**config.mk**
```make
export PLATFORM = sky130hd
export DESIGN_NAME = ultrasonic_echo_ranger
export DESIGN_NICKNAME = d
export VERILOG_FILES = /design/src/uer_pkg.sv /design/src/uer_cfg.sv /design/src/uer_core.sv /design/src/uer_skid.sv /design/src/ultrasonic_echo_ranger.sv
export SDC_FILE = /design/constraint.sdc
export NUM_CORES = 1
export LEC_CHECK = 0
export BUFFER_PORTS_ARGS = -buffer_cell sky130_fd_sc_hd__buf_2
export CAP_MARGIN = 20
export CORE_ASPECT_RATIO = 0.5
export CORE_MARGIN = 1.5
export CORE_UTILIZATION = 59
export CTS_BUF_LIST = sky130_fd_sc_hd__clkbuf_8
export DETAILED_ROUTE_END_ITERATION = 10
export GPL_ROUTABILITY_DRIVEN = 0
export PLACE_DENSITY = 0.79
export SETUP_SLACK_MARGIN = 0.15
export SKIP_LAST_GASP = 1
export SLEW_MARGIN = 40
export SYNTH_ARGS = -nofsm -noshare
export SYNTH_HDL_FRONTEND = slang
export SYNTH_SLANG_ARGS = --single-unit
```
**constraint.sdc**
```tcl
create_clock -name aclk -period 8.5 [get_ports aclk]
set_clock_uncertainty 0.05 [all_clocks]
set_input_delay 1.7 -clock aclk [delete_from_list [all_inputs] [get_ports aclk]]
set_output_delay 1.7 -clock aclk [all_outputs]
set_load 0.03 [all_outputs]
```
**src/uer_pkg.sv**
```systemverilog
package uer_pkg;

    localparam int unsigned TRIG_W   = 8;
    localparam int unsigned WIDTH_W  = 16;
    localparam int unsigned PERIOD_W = 18;

    localparam logic [TRIG_W-1:0]   TRIGGER_TICKS_RST = 8'd20;
    localparam logic [WIDTH_W-1:0]  MAX_WIDTH_RST     = 16'd11600;
    localparam logic [PERIOD_W-1:0] PERIOD_TICKS_RST  = 18'd200000;
    localparam logic [WIDTH_W-1:0]  OUT_OF_RANGE      = 16'hFFFF;

    typedef enum logic [1:0] {
        PH_TRIG = 2'd0,
        PH_RISE = 2'd1,
        PH_FALL = 2'd2,
        PH_IDLE = 2'd3
    } phase_t;

    typedef enum logic [1:0] {
        REG_TRIGGER_TICKS = 2'd0,
        REG_MAX_WIDTH     = 2'd1,
        REG_PERIOD_TICKS  = 2'd2,
        REG_UNUSED        = 2'd3
    } reg_idx_t;

    typedef struct packed {
        logic [TRIG_W-1:0]   trigger_ticks;
        logic [WIDTH_W-1:0]  max_width;
        logic [PERIOD_W-1:0] period_ticks;
    } cfg_t;

    typedef struct packed {
        logic               trigger_out;
        logic               width_valid;
        logic [WIDTH_W-1:0] echo_width;
        logic [1:0]         phase;
    } result_t;

endpackage

```
**src/uer_cfg.sv**
```systemverilog
module uer_cfg
    import uer_pkg::*;
(
    input  logic                aclk,
    input  logic                aresetn,
    input  logic                wr_en,
    input  logic [1:0]          wr_index,
    input  logic [PERIOD_W-1:0] wr_data,
    output cfg_t                cfg
);

    cfg_t cfg_reg;
    cfg_t cfg_next;

    always_comb begin
        cfg_next = cfg_reg;
        if (wr_en) begin
            unique case (reg_idx_t'(wr_index))
                REG_TRIGGER_TICKS: cfg_next.trigger_ticks = wr_data[TRIG_W-1:0];
                REG_MAX_WIDTH:     cfg_next.max_width     = wr_data[WIDTH_W-1:0];
                REG_PERIOD_TICKS:  cfg_next.period_ticks  = wr_data;
                default:           cfg_next = cfg_reg;
            endcase
        end
    end

    always_ff @(posedge aclk) begin
        if (!aresetn) begin
            cfg_reg.trigger_ticks <= TRIGGER_TICKS_RST;
            cfg_reg.max_width     <= MAX_WIDTH_RST;
            cfg_reg.period_ticks  <= PERIOD_TICKS_RST;
        end else begin
            cfg_reg <= cfg_next;
        end
    end

    assign cfg = cfg_reg;

endmodule

```
**src/uer_core.sv**
```systemverilog
module uer_core
    import uer_pkg::*;
(
    input  logic    aclk,
    input  logic    aresetn,
    input  logic    tick,
    input  logic    echo_level,
    input  cfg_t    cfg,
    output result_t result
);

    phase_t              phase_reg,     phase_next;
    logic [TRIG_W-1:0]   trig_count_reg, trig_count_next;
    logic [WIDTH_W-1:0]  timer_reg,     timer_next;
    logic [WIDTH_W-1:0]  capture_reg,   capture_next;
    logic [PERIOD_W-1:0] period_reg,    period_next;
    logic                echo_last_reg, echo_last_next;

    logic               rise;
    logic               fall;
    logic [WIDTH_W-1:0] diff;
    logic [PERIOD_W:0]  period_inc;

    assign rise       = echo_level & ~echo_last_reg;
    assign fall       = ~echo_level & echo_last_reg;
    assign diff       = timer_reg - capture_reg;
    assign period_inc = {1'b0, period_reg} + {{PERIOD_W{1'b0}}, 1'b1};

    always_comb begin
        phase_next      = phase_reg;
        trig_count_next = trig_count_reg;
        capture_next    = capture_reg;
        period_next     = period_reg;
        result          = '0;
        result.trigger_out = (phase_reg == PH_TRIG);
        result.phase       = phase_reg;

        unique case (phase_reg)
            PH_TRIG: begin
                trig_count_next = trig_count_reg + 1'b1;
                // wrap to zero acts as reaching the count; zero length behaves as one
                if (trig_count_next == '0 || trig_count_next >= cfg.trigger_ticks) begin
                    phase_next = PH_RISE;
                end
            end
            PH_RISE: begin
                if (rise) begin
                    capture_next = timer_reg;
                    phase_next   = PH_FALL;
                end
            end
            PH_FALL: begin
                if (fall) begin
                    result.width_valid = 1'b1;
                    result.echo_width  = (diff > cfg.max_width) ? OUT_OF_RANGE : diff;
                    phase_next         = PH_IDLE;
                end
            end
            default: begin
            end
        endcase

        // periodic restart wins over whatever phase is active
        if (period_inc >= {1'b0, cfg.period_ticks}) begin
            period_next     = '0;
            phase_next      = PH_TRIG;
            trig_count_next = '0;
        end else begin
            period_next = period_inc[PERIOD_W-1:0];
        end
    end

    assign timer_next     = timer_reg + 1'b1;
    assign echo_last_next = echo_level;

    always_ff @(posedge aclk) begin
        if (!aresetn) begin
            phase_reg      <= PH_TRIG;
            trig_count_reg <= '0;
            timer_reg      <= '0;
            capture_reg    <= '0;
            period_reg     <= '0;
            echo_last_reg  <= 1'b0;
        end else if (tick) begin
            phase_reg      <= phase_next;
            trig_count_reg <= trig_count_next;
            timer_reg      <= timer_next;
            capture_reg    <= capture_next;
            period_reg     <= period_next;
            echo_last_reg  <= echo_last_next;
        end
    end

endmodule

```
**src/uer_skid.sv**
```systemverilog
module uer_skid
    import uer_pkg::*;
(
    input  logic    aclk,
    input  logic    aresetn,
    input  logic    in_valid,
    output logic    in_ready,
    input  result_t in_data,
    output logic    out_valid,
    input  logic    out_ready,
    output result_t out_data
);

    logic    main_valid_reg, main_valid_next;
    logic    skid_valid_reg, skid_valid_next;
    result_t main_data_reg,  main_data_next;
    result_t skid_data_reg,  skid_data_next;
    logic    in_fire;

    assign in_ready = ~skid_valid_reg;
    assign in_fire  = in_valid & in_ready;

    always_comb begin
        main_valid_next = main_valid_reg;
        skid_valid_next = skid_valid_reg;
        main_data_next  = main_data_reg;
        skid_data_next  = skid_data_reg;
        if (skid_valid_reg) begin
            if (out_ready) begin
                main_data_next  = skid_data_reg;
                skid_valid_next = 1'b0;
            end
        end else if (in_fire) begin
            if (!main_valid_reg || out_ready) begin
                main_data_next  = in_data;
                main_valid_next = 1'b1;
            end else begin
                skid_data_next  = in_data;
                skid_valid_next = 1'b1;
            end
        end else if (out_ready) begin
            main_valid_next = 1'b0;
        end
    end

    always_ff @(posedge aclk) begin
        if (!aresetn) begin
            main_valid_reg <= 1'b0;
            skid_valid_reg <= 1'b0;
        end else begin
            main_valid_reg <= main_valid_next;
            skid_valid_reg <= skid_valid_next;
        end
        main_data_reg <= main_data_next;
        skid_data_reg <= skid_data_next;
    end

    assign out_valid = main_valid_reg;
    assign out_data  = main_data_reg;

endmodule

```
**src/ultrasonic_echo_ranger.sv**
```systemverilog
// Output: each result is registered in the output stage before it appears on the m_ side.
// Throughput: one sample per clock while s_tready is high; the tick state is registered and a
// two-entry output stage keeps s_tready high while one result waits downstream.
// Reset: synchronous, aresetn low clears phase, counters, timer and output stage and
// returns the registers to trigger_ticks 20, max_width 11600, period_ticks 200000.
module ultrasonic_echo_ranger
    import uer_pkg::*;
(
    input  logic                aclk,
    input  logic                aresetn,
    // sample stream, one transaction per timer tick
    input  logic                s_tvalid,
    output logic                s_tready,
    input  logic [7:0]          s_tdata,   // [0] echo_level, [7:1] zero
    // result stream, one transaction per sample
    output logic                m_tvalid,
    input  logic                m_tready,
    output logic [23:0]         m_tdata,   // [0] trigger_out, [16:1] echo_width,
                                           // [18:17] phase, [23:19] zero
    output logic                m_tuser,   // [0] width_valid
    // register writes
    input  logic                cfg_valid,
    output logic                cfg_ready,
    input  logic [1:0]          cfg_index,
    input  logic [PERIOD_W-1:0] cfg_data
);

    cfg_t    cfg;
    result_t result;
    result_t out_data;
    logic    s_fire;

    // registers are always writable; the user must write them only while the block is idle (not enforced)
    assign cfg_ready = 1'b1;

    uer_cfg u_cfg (
        .aclk     (aclk),
        .aresetn  (aresetn),
        .wr_en    (cfg_valid),
        .wr_index (cfg_index),
        .wr_data  (cfg_data),
        .cfg      (cfg)
    );

    // each accepted sample advances the measurement state by one tick
    assign s_fire = s_tvalid & s_tready;

    uer_core u_core (
        .aclk       (aclk),
        .aresetn    (aresetn),
        .tick       (s_fire),
        .echo_level (s_tdata[0]),
        .cfg        (cfg),
        .result     (result)
    );

    // output register plus skid entry decouples m_tready from s_tready
    uer_skid u_skid (
        .aclk      (aclk),
        .aresetn   (aresetn),
        .in_valid  (s_tvalid),
        .in_ready  (s_tready),
        .in_data   (result),
        .out_valid (m_tvalid),
        .out_ready (m_tready),
        .out_data  (out_data)
    );

    assign m_tdata = {5'b0, out_data.phase, out_data.echo_width, out_data.trigger_out};
    assign m_tuser = out_data.width_valid;

    // trigger is driven exactly in the trigger phase
    a_trig_phase: assert property (@(posedge aclk) disable iff (!aresetn)
        m_tvalid |-> (m_tdata[0] == (m_tdata[18:17] == PH_TRIG)))
        else $error("trigger_out disagrees with phase");

    // a width is only reported while waiting for the fall
    a_valid_phase: assert property (@(posedge aclk) disable iff (!aresetn)
        (m_tvalid && m_tuser) |-> (m_tdata[18:17] == PH_FALL))
        else $error("width reported outside wait-fall phase");

    // no width value without a completed measurement
    a_width_zero: assert property (@(posedge aclk) disable iff (!aresetn)
        (m_tvalid && !m_tuser) |-> (m_tdata[16:1] == '0))
        else $error("nonzero width without width_valid");

    // input is refused only while a result is held back by the sink
    a_stall: assert property (@(posedge aclk) disable iff (!aresetn)
        !s_tready |-> (m_tvalid && $past(m_tvalid) && !$past(m_tready)))
        else $error("input stalled without downstream backpressure");

endmodule
```
==> flow_metrics.env <==
export IMPL_hold_depth=2
export IMPL_cp_top_family="compound AO/OA/AOI/OAI gates"
export IMPL_core_mm2=0.01348
export IMPL_setup_viol=0
export IMPL_cp_end_kind="flop"
export IMPL_synth_warnings=0
export IMPL_synth_area_mm2=0.008122
export IMPL_crit_arrival_ns=5.07
export IMPL_postCtsResizedCells=0
export IMPL_critical_path_class="flop to flop"
export IMPL_synth_top_family_by_area="simple AND/OR/NAND/NOR gates"
export IMPL_synthArstFlopShare_pct=0
export IMPL_critPathLaunchType="flop"
export IMPL_root_buffer="clkbuf_8"
export IMPL_wl_um=18290
export IMPL_timing_rr_start="u_core.capture_reg[7]$_SDFFE_PN0P_"
export IMPL_synth_main_ff_cell="dfxtp_1"
export IMPL_min_period_ns=4.946
export IMPL_vias=6786
export IMPL_critPathBufInv=3
export IMPL_antenna_left=0
export IMPL_clkTransAtPathRegs_ns=0.09
export IMPL_cpMostUsedCell="inv_1"
export IMPL_grt_first_pass_wirelength_um=30060
export IMPL_nFillCells=1070
export IMPL_ios=61
export IMPL_status="finished, final reports clean"
export IMPL_tritoncts="yes"
export IMPL_rr_worst_depth=14
export IMPL_cp_data_required_time_ns=8.63
export IMPL_fmax_mhz=202.2
export IMPL_rows=30
export IMPL_clock_sinks=145
export IMPL_synth_seq_area_share_pct=40.67
export IMPL_syn_inst=966
export IMPL_ir_drop_mv=0.08878
export IMPL_nets=1092
export IMPL_die_w_um=168.9
export IMPL_hold_end="u_cfg.cfg[33]$_SDFFE_PN0P_"
export IMPL_leakage_nw=3.687
export IMPL_ys_types=66
export IMPL_detail_route_vias_per_cell=5.731
export IMPL_synth_compound_area_share_pct=18.50
export IMPL_crit_chain="inv_1 > ha_1 > a2111oi_0 > inv_1 > o21ai_0 > a2111oi_0 > a311oi_1 > inv_1 > ha_1 > nand4_1 > or2_2 > o31a_1 > nor3_1 > a21oi_1"
export IMPL_drt_first_iter_violations=472
export IMPL_grt_pass1_vias=6266
export IMPL_io_buffer_count=47
export IMPL_cts_buffers=17
export IMPL_slowest_delay_ns=0.73
export IMPL_r2r_end="u_skid.out_data[16]$_DFFE_PP_"
export IMPL_synth_fa_ha_area_share_pct=9.952
export IMPL_firstDrtPassIters=5
export IMPL_rsz0062_at_grt="no"
export IMPL_post_drt_wl_per_cell_um=15.45
export IMPL_max_slew_margin_rel_pct=47.74
export IMPL_final_hold_violation_count=0
export IMPL_antenna_found_initial=0
export IMPL_synth_xor_area_share_pct=4.314
export IMPL_ys_ff_latch=145
export IMPL_power_density_mw_per_mm2=175.5
export IMPL_crit_slowest_cell="a2111oi_0"
export IMPL_n_antenna_cell=0
export IMPL_cts_max_level=4
export IMPL_hold_buffers=0
export IMPL_drc=0
export IMPL_initial_core_util_pct=60.27
export IMPL_tightest_slew_ns=0.7641
export IMPL_synth_edf_count=40
export IMPL_drv_slew=0
export IMPL_design_area_mm2=0.008946
export IMPL_tns_ns=0
export IMPL_layout_drive_gt1_share_pct=10.52
export IMPL_hold_class="flop to flop"
export IMPL_path_max_fanout=14
export IMPL_drv_cap=0
export IMPL_die_h_um=85.96
export IMPL_place_area_mm2=0.008437
export IMPL_largest_reg_flops=42
export IMPL_grt_max_degree=48
export IMPL_clock_path_buffers=2
export IMPL_die_area_mm2=0.01452
export IMPL_clk_latency_ns=0.46
export IMPL_grt_overflow_total=0
export IMPL_finalCritPeriodShare_pct=58.19
export IMPL_min_from="u_cfg.cfg[33]$_SDFFE_PN0P_"
export IMPL_r2r_setup_slack_ns=3.55
export IMPL_syn2layout_area_growth_pct=10.15
export IMPL_synthMuxAreaShare_pct=0.5084
export IMPL_grt_use_total_pct=26.03
export IMPL_syn_area_per_cell_um2=8.407
export IMPL_hpwl_um=12880
export IMPL_synth_simple_area_share_pct=19.55
export IMPL_post_cts_buffers=0
cells by family (layout without fill, tap and decap cells):
family          after synthesis  after routing
buf+inv                     127            165
other cells                   2              6
flops                       145            145
mux                           4              4
simple gates                337            337
xor+xnor                     40             40
compound gates              247            247
fa+ha+maj                    64             64
worst max path at each step:
stage	slack [ns]	end	start	depth (start not counted)
after floorplan	4.55	u_skid.out_data[13]$_DFFE_PP_	u_core.timer_reg[0]$_SDFFE_PN0P_	17
after global placement	3.96	u_skid.out_data[16]$_DFFE_PP_	u_core.timer_reg[0]$_SDFFE_PN0P_	16
after detailed placement	3.74	u_skid.out_data[12]$_DFFE_PP_	u_core.capture_reg[7]$_SDFFE_PN0P_	14
after CTS	3.66	u_skid.out_data[12]$_DFFE_PP_	u_core.capture_reg[7]$_SDFFE_PN0P_	14
after global routing	3.21	u_skid.out_data[12]$_DFFE_PP_	u_core.timer_reg[7]$_SDFFE_PN0P_	13
final	3.55	u_skid.out_data[16]$_DFFE_PP_	u_core.capture_reg[7]$_SDFFE_PN0P_	14
cells in the mapped netlist (all sizes together), types with 3 or more instances:
| cell type | instances | area share (%) |
|---|---|---|
| nand3 | 23 | 1.6 |
| or3 | 9 | 0.69 |
| nor3 | 23 | 1.5 |
| a31oi | 4 | 0.31 |
| or2 | 3 | 0.23 |
| o211ai | 14 | 1.3 |
| o21a | 14 | 1.3 |
| nand4 | 11 | 0.85 |
| nor2b | 7 | 0.54 |
| and3 | 9 | 0.75 |
| and2 | 7 | 0.54 |
| edfxtp | 40 | 15 |
| buf | 12 | 1.1 |
| inv | 77 | 3.6 |
| mux2i | 3 | 0.37 |
| nor2 | 68 | 3.1 |
| o21ai | 57 | 3.5 |
| nand2 | 149 | 6.9 |
| ha | 63 | 9.7 |
| a2111oi | 4 | 0.51 |
| xor2 | 21 | 2.3 |
| dfxtp | 105 | 26 |
| nand3b | 13 | 1.2 |
| a211oi | 12 | 1.2 |
| a21o | 14 | 1.3 |
| a21oi | 104 | 6.4 |
| xnor2 | 19 | 2.0 |
| nor3b | 7 | 0.65 |
| clkbuf | 37 | 1.7 |
worst min-delay path: cells and delay by family, from the launching register on:
| family | cells | cell delay (ns) |
|---|---|---|
| and+or+nand+nor | 1 | 0.05 |
| AOI/OAI and AO/OA | 1 | 0.05 |
| DFF | 1 | 0.32 |
stage by stage:
stage / setup WS [ns] / hold slack, ns / instances / util, % / power (W)
6_report: 3.554 / 0.4083 / 1184 / 66.39 / 0.001570
5_1_grt: 3.208 / 0.4239 / 1184 / 66.39 / 0.001622
4_1_cts: 3.661 / 0.4099 / 1184 / 66.30 / 0.001571
3_5_place_dp: 3.737 / 0.3983 / 1152 / 62.61 / 0.0008943
3_3_place_gp: 3.955 / 0.3930 / 1152 / 62.57 / 0.0008885
2_1_floorplan: 4.548 / 0.3863 / 970 / - / 0.0008540
placed cells by master, fill, tap and decap left out, types with 17 or more instances in the layout:
cell	instances
dfxtp_1	105
inv_1	77
buf_2	47
nand3_1	22
xnor2_1	19
o21ai_0	53
xor2_1	21
edfxtp_1	40
ha_1	63
nor2_1	68
nor3_1	21
a21oi_1	104
clkbuf_8	17
nand2_1	148
metal layers:
layer | routed length, um | global-route usage [%] | up-vias
li1 | - | - | 3408
met1 | 8585 | 33.47 | 3178
met2 | 8583 | 44.40 | 168
met3 | 791 | 5.307 | 32
met4 | 330 | 8.360 | 0
met5 | 0 | 0 | -
report_power, final:
part / internal (W) / total (W) / switching, W
clock network: 0.000408 / 0.000687 / 0.000279
logic: 0.0000475 / 0.000147 / 0.0000996
registers: 0.000726 / 0.000736 / 0.00000935
layout make-up:
| type | count | area [um^2] | share of cell area (%) |
|---|---|---|---|
| tap | 176 | 220.2 | 2.462 |
| clock buffer | 17 | 234.0 | 2.615 |
| inverter | 78 | 292.8 | 3.273 |
| timing repair buffer | 55 | 295.3 | 3.301 |
| clock inverter | 15 | 264.0 | 2.951 |
| multi-input combinational | 698 | 4337 | 48.48 |
| sequential | 145 | 3303 | 36.92 |
No activity file was read; power rests on OpenSTA's default activity.
